===== config.mk =====
export PLATFORM = sky130hd
export DESIGN_NAME = qap_ctrl
export DESIGN_NICKNAME = d
export VERILOG_FILES = /design/src/rtl/core/qap_pkg.sv /design/src/rtl/core/qap_ctrl.sv
export SDC_FILE = /design/constraint.sdc
export NUM_CORES = 1
export LEC_CHECK = 0
export ABC_AREA = 1
export BUFFER_PORTS_ARGS = -buffer_cell sky130_fd_sc_hd__buf_2
export CAP_MARGIN = 5
export CORE_MARGIN = 10
export CORE_UTILIZATION = 25
export CTS_CLUSTER_DIAMETER = 40
export DETAILED_ROUTE_END_ITERATION = 12
export GPL_TIMING_DRIVEN = 0
export SLEW_MARGIN = 40
export SYNTH_ARGS = -nofsm -noshare
export SYNTH_HDL_FRONTEND = slang
export SYNTH_SLANG_ARGS = --single-unit

===== constraint.sdc =====
create_clock -name clk -period 3 [get_ports clk]
set_input_delay 0.6 -clock clk [delete_from_list [all_inputs] [get_ports clk]]
set_output_delay 0.6 -clock clk [all_outputs]
set_load 0.02 [all_outputs]

===== src/rtl/core/qap_pkg.sv =====
// Shared types, command codes and constant tables of the quaternion attitude PID core.
`default_nettype none
package qap_pkg;

  localparam int CNT_W = 5;

  // Command codes; the controller also uses them as its state codes.
  localparam logic [4:0] OP_IDLE  = 5'd0;
  localparam logic [4:0] OP_QMAC  = 5'd1;
  localparam logic [4:0] OP_QFIX  = 5'd2;
  localparam logic [4:0] OP_SQ    = 5'd3;
  localparam logic [4:0] OP_SQRT  = 5'd4;
  localparam logic [4:0] OP_CORD  = 5'd5;
  localparam logic [4:0] OP_ANGV  = 5'd6;
  localparam logic [4:0] OP_DIV   = 5'd7;
  localparam logic [4:0] OP_EFIN  = 5'd8;
  localparam logic [4:0] OP_ESTEP = 5'd9;
  localparam logic [4:0] OP_INT   = 5'd10;
  localparam logic [4:0] OP_KPE   = 5'd11;
  localparam logic [4:0] OP_KPI   = 5'd12;
  localparam logic [4:0] OP_PLO   = 5'd13;
  localparam logic [4:0] OP_PHI   = 5'd14;
  localparam logic [4:0] OP_ADDI  = 5'd15;
  localparam logic [4:0] OP_KDR   = 5'd16;
  localparam logic [4:0] OP_SAT   = 5'd17;
  localparam logic [4:0] OP_DONE  = 5'd18;

  // Register indexes of the configuration port.
  localparam logic [2:0] REG_GAIN_P_X = 3'd0;
  localparam logic [2:0] REG_GAIN_P_Y = 3'd1;
  localparam logic [2:0] REG_GAIN_P_Z = 3'd2;
  localparam logic [2:0] REG_GAIN_D_X = 3'd3;
  localparam logic [2:0] REG_GAIN_D_Y = 3'd4;
  localparam logic [2:0] REG_GAIN_D_Z = 3'd5;
  localparam logic [2:0] REG_LIMIT    = 3'd6;
  localparam logic [2:0] REG_STEP     = 3'd7;

  localparam int QMAC_LAST = 15;
  localparam int SQ_LAST   = 2;
  localparam int SQRT_LAST = 24;
  localparam int DIV_LAST  = 19;

  // 0.01 as 10486 / 2^20.
  localparam logic signed [26:0] ONE_HUNDREDTH = 27'sd10486;

  // Sign of each term of the Hamilton product, bit comp*4+term set when subtracted.
  localparam logic [15:0] QPROD_NEG = 16'hAC60;

  typedef struct packed {
    logic [4:0]       op;
    logic [CNT_W-1:0] cnt;
    logic [1:0]       axis;
    logic             load;
  } qap_cmd_t;

  typedef struct packed {
    logic mag_zero;
    logic out_free;
  } qap_status_t;

  typedef struct packed {
    logic [2:0][23:0] gain_p;
    logic [2:0][23:0] gain_d;
    logic [22:0]      limit;
    logic [15:0]      step;
  } qap_cfg_t;

  // atan(2^-s) in Q.30 radians, truncated.
  function automatic logic [30:0] atan_q30(input logic [4:0] s);
    logic [30:0] r;
    case (s)
      5'd0:  r = 31'h3243F6A8;
      5'd1:  r = 31'h1DAC6705;
      5'd2:  r = 31'h0FADBAFC;
      5'd3:  r = 31'h07F56EA6;
      5'd4:  r = 31'h03FEAB76;
      5'd5:  r = 31'h01FFD55B;
      5'd6:  r = 31'h00FFFAAA;
      5'd7:  r = 31'h007FFF55;
      5'd8:  r = 31'h003FFFEA;
      5'd9:  r = 31'h001FFFFD;
      5'd10: r = 31'h000FFFFF;
      5'd11: r = 31'h0007FFFF;
      5'd12: r = 31'h0003FFFF;
      5'd13: r = 31'h0001FFFF;
      5'd14: r = 31'h0000FFFF;
      5'd15: r = 31'h00007FFF;
      5'd16: r = 31'h00003FFF;
      5'd17: r = 31'h00001FFF;
      5'd18: r = 31'h00000FFF;
      5'd19: r = 31'h000007FF;
      5'd20: r = 31'h000003FF;
      5'd21: r = 31'h000001FF;
      5'd22: r = 31'h000000FF;
      5'd23: r = 31'h0000007F;
      5'd24: r = 31'h0000003F;
      5'd25: r = 31'h0000001F;
      5'd26: r = 31'h0000000F;
      5'd27: r = 31'h00000007;
      5'd28: r = 31'h00000003;
      5'd29: r = 31'h00000001;
      default: r = 31'h00000000;
    endcase
    return r;
  endfunction

endpackage
`default_nettype wire


===== src/rtl/core/qap_ctrl.sv =====
// Sequencer that steps the shared datapath through one attitude update.
`default_nettype none
module qap_ctrl #(
  parameter int ANGLE_STEPS = 16
) (
  input  wire logic                clk,
  input  wire logic                rst,
  input  wire logic                in_valid,
  output logic                     in_ready,
  input  wire qap_pkg::qap_status_t status,
  output qap_pkg::qap_cmd_t        cmd
);
  import qap_pkg::*;

  logic [4:0]       state, state_next;
  logic [CNT_W-1:0] cnt, cnt_next;
  logic [1:0]       axis, axis_next;

  assign in_ready = (state == OP_IDLE);

  always_comb begin
    state_next = state;
    cnt_next   = cnt + 1'b1;
    axis_next  = axis;
    case (state)
      OP_IDLE: begin
        cnt_next = '0;
        if (in_valid) state_next = OP_QMAC;
      end
      OP_QMAC: if (cnt == CNT_W'(QMAC_LAST)) state_next = OP_QFIX;
      OP_QFIX: begin
        cnt_next   = '0;
        state_next = OP_SQ;
      end
      OP_SQ: if (cnt == CNT_W'(SQ_LAST)) begin
        cnt_next   = '0;
        state_next = OP_SQRT;
      end
      OP_SQRT: if (cnt == CNT_W'(SQRT_LAST)) begin
        cnt_next   = '0;
        state_next = OP_CORD;
      end
      OP_CORD: if (cnt == CNT_W'(ANGLE_STEPS - 1)) begin
        axis_next  = '0;
        state_next = OP_ANGV;
      end
      OP_ANGV: begin
        cnt_next   = '0;
        state_next = status.mag_zero ? OP_EFIN : OP_DIV;
      end
      OP_DIV:   if (cnt == CNT_W'(DIV_LAST)) state_next = OP_EFIN;
      OP_EFIN:  state_next = OP_ESTEP;
      OP_ESTEP: state_next = OP_INT;
      OP_INT:   state_next = OP_KPE;
      OP_KPE:   state_next = OP_KPI;
      OP_KPI:   state_next = OP_PLO;
      OP_PLO:   state_next = OP_PHI;
      OP_PHI:   state_next = OP_ADDI;
      OP_ADDI:  state_next = OP_KDR;
      OP_KDR:   state_next = OP_SAT;
      OP_SAT: begin
        if (axis == 2'd2) begin
          state_next = OP_DONE;
        end else begin
          axis_next  = axis + 1'b1;
          state_next = OP_ANGV;
        end
      end
      OP_DONE: if (status.out_free) state_next = OP_IDLE;
      default: state_next = OP_IDLE;
    endcase
  end

  always_ff @(posedge clk) begin
    if (rst) begin
      state <= OP_IDLE;
      cnt   <= '0;
      axis  <= '0;
    end else begin
      state <= state_next;
      cnt   <= cnt_next;
      axis  <= axis_next;
    end
  end

  always_comb begin
    cmd.op   = state;
    cmd.cnt  = cnt;
    cmd.axis = axis;
    cmd.load = in_ready && in_valid;
  end

endmodule
`default_nettype wire


==> metrics.md <==
| Metric | Value |
|---|---|
| Run status | `finished clean` |
| Slew HR | `80.45%` |
| DIE AREA | `6531 um^2` |
| Global-route wire length before repair | `4312 um` |
| Chip height | `80.82 um` |
| Mean Syn Cell Area | `5.852 um^2` |
| Psw | `300.0 uW` |
| Share of layout cells above drive strength 1 | `18.44%` |
| RSZ-0062 raised after global routing | `no` |
| Top post-synthesis cells by area | `dfxtp_1 (26%), nand2_1 (17%), inv_1 (11%), nand3_1 (11%), nor2_1 (8.9%)` |
| Kind of critical path | `register to output port` |
| Post-CTS Hold Fix Bufs | `0` |
| CP startpoint kind | `register` |
| Clk_lat worst skew | `0.24 ns` |
| Largest net degree at the start of global routing | `11` |
| Fin. max-slew vios | `0` |
| IO Port Bufs | `18` |
| CTS tree | `done` |
| Internal Power | `367.1 uW` |
| Leakage Power | `0.6166 nW` |
| Worst Tran Pin Value | `0.2929 ns` |
| Sw frac | `44.97%` |
| Flop2flop setup slack | `1.29 ns` |
| Antenna violations before repair | `0` |
| Reg2Reg Capture Point | `state[2]` |
| Fill count | `410` |
| Layout Nets | `191` |
| DRC violations left | `0` |
| P per Cell Area | `597.7 nW/um^2` |
| Root buffer cell | `clkbuf_8` |
| Register area share after synthesis | `25.98%` |
| Tmin final | `1.956 ns` |
| Starting Density | `25.64%` |
| Origin of the critical flop-to-flop path | `cnt[1]` |
| Synth area leader | `dfxtp_1` |
| Maximum clock path buffer count | `2` |
| Final setup fails | `0` |
| N_diodes | `0` |
| Setup TNS | `0 ns` |
| F_max | `511.2 MHz` |
| Comb pwr share | `47.1%` |
| Hold Vio Cnt, Final | `0` |
| Synthesized cell area | `924.6 um^2` |
| Layout area overhead | `20.70%` |
| Total core area | `3606 um^2` |
| Worst Hold Class | `register to register` |
| H-tree depth reported by CTS | `1` |
| Io pins | `19` |
| Critical path arrival | `1.36 ns` |
| Post-route ant nets | `0` |
| Synth top area share | `25.98%` |
| Post_cts resized | `0` |
| Flop pwr share | `31.0%` |
| Via/cell ratio | `4.405` |
| Total CTS buffers | `3` |
| Die Wd | `80.82 um` |
| DP Area | `1075 um^2` |
| DR iter-0 viols | `70` |
| Post-route cell area | `1116 um^2` |
| Maximum VDD drop | `0.0002166 V` |
| Req. time, crit path | `2.40 ns` |
| Clock Sinks | `12` |
| Post-synth cell types | `18` |
| Setup bufs post-CTS | `0` |
| Worst-path fanout max | `9` |
| Final Cycle Share | `65.21%` |
| Commonest non-fill, non-tap cells in the layout | `nand2_1 (42), inv_1 (27), nor2_1 (22)` |
| Drt first pass iters | `4` |
| Total track usage | `8.144%` |
| Synthesized net count | `168` |
| Critical Path Source | `state[3]` |
| Std cell rows | `22` |
| Routability cong. | `0.8925` |
| Number of synthesized register bits | `12` |
| Clock slew at reported path FFs | `0.05 ns` |
| Max Cap Viol | `0` |
| Gr ovfl total | `0` |
| Commonest non-fill, non-tap cell in the layout | `nand2_1` |
| Synth warn | `0` |
| Reg2Reg Depth | `12` |
| DRT Wirelength | `2353 um` |
| DR vias | `1000` |
| Post-Syn Instances | `158` |
| Clock share of power | `21.9%` |
| Worst Setup EP | `cmd[0]` |
| Vias in the first global route | `1008` |
| WL per Instance | `10.37 um` |
| Setup Skew | `0.0006650 ns` |
| CP Capture Type | `output port` |
| Hpwl dp | `1913 um` |
-- synth_stat cells --
cell	n
nor2_2	5
or2_2	1
nand4_1	6
buf_6	1
nor2_1	22
ha_1	5
inv_2	3
or2_1	1
nand3_1	20
a21oi_1	5
nand3b_1	1
nand2_1	42
nor2_4	1
inv_1	27
dfxtp_1	12
o31ai_1	1
o21ai_0	4
buf_2	1
-- sequential cells by signal (all words and copies together), names as in the netlist --
register / flops
axis: 2
cnt: 5
state: 5
-- worst min path at each step --
stage,start,to,cells after the start
2_1_floorplan,state[0],state[0],2
3_3_place_gp,axis[1],axis[1],2
3_5_place_dp,axis[1],axis[1],2
4_1_cts,axis[1],axis[1],2
5_1_grt,axis[0],axis[0],3
6_report,axis[1],axis[1],2
-- power groups by stage --
stage | Clock, mW | Combinational (mW) | Sequential [mW]
final | 0.146 | 0.314 | 0.207
after CTS | 0.155 | 0.317 | 0.207
after floorplan | 0 | 0.212 | 0.226
after detailed placement | 0 | 0.316 | 0.210
after global placement | 0 | 0.314 | 0.212
after global routing | 0.162 | 0.361 | 0.213
-- cells by family after synthesis --
logic type	synth area share, %
simple gates	47.63
buf+inv	13.94
flops	25.98
compound gates	5.683
fa+ha+maj	6.766
-- area by class of cell --
| type | instances | area [um^2] | share of cell area [%] |
|---|---|---|---|
| clock buffer | 3 | 41.29 | 3.700 |
| buffer | 2 | 16.27 | 1.457 |
| sequential | 12 | 240.2 | 21.52 |
| timing repair buffer | 18 | 90.09 | 8.072 |
| multi-input combinational | 114 | 555.5 | 49.78 |
| tap | 48 | 60.06 | 5.381 |
| inverter | 30 | 112.6 | 10.09 |
-- through the flow --
| step | utilization [%] | hold WS (ns) | instances | setup slack (ns) | total power, mW |
|---|---|---|---|---|---|
| global route | 30.95 | 0.5819 | 227 | 0.9193 | 0.7366 |
| CTS | 30.95 | 0.5220 | 227 | 1.039 | 0.6789 |
| global placement | 29.81 | 0.5032 | 224 | 1.298 | 0.5258 |
| detailed placement | 29.81 | 0.5080 | 224 | 1.281 | 0.5261 |
| finish | 30.95 | 0.5182 | 227 | 1.044 | 0.6671 |
| floorplan | - | 0.5982 | 158 | 1.272 | 0.4376 |
-- routing by layer --
metal / share of wire (%) / track usage, %
met4: 3.2 / 4.325
met1: 48 / 9.968
met2: 41 / 12.42
met5: 0 / 0
met3: 7.1 / 2.649
-- worst max-delay path, stage by stage, from the launching register on --
cell,delay [ns]
dfxtp_1,0.31
buf_6,0.14
nor2_2,0.20
nand3_1,0.17
nor2_1,0.12
buf_2,0.17
Power figures use the tool's default switching activity.
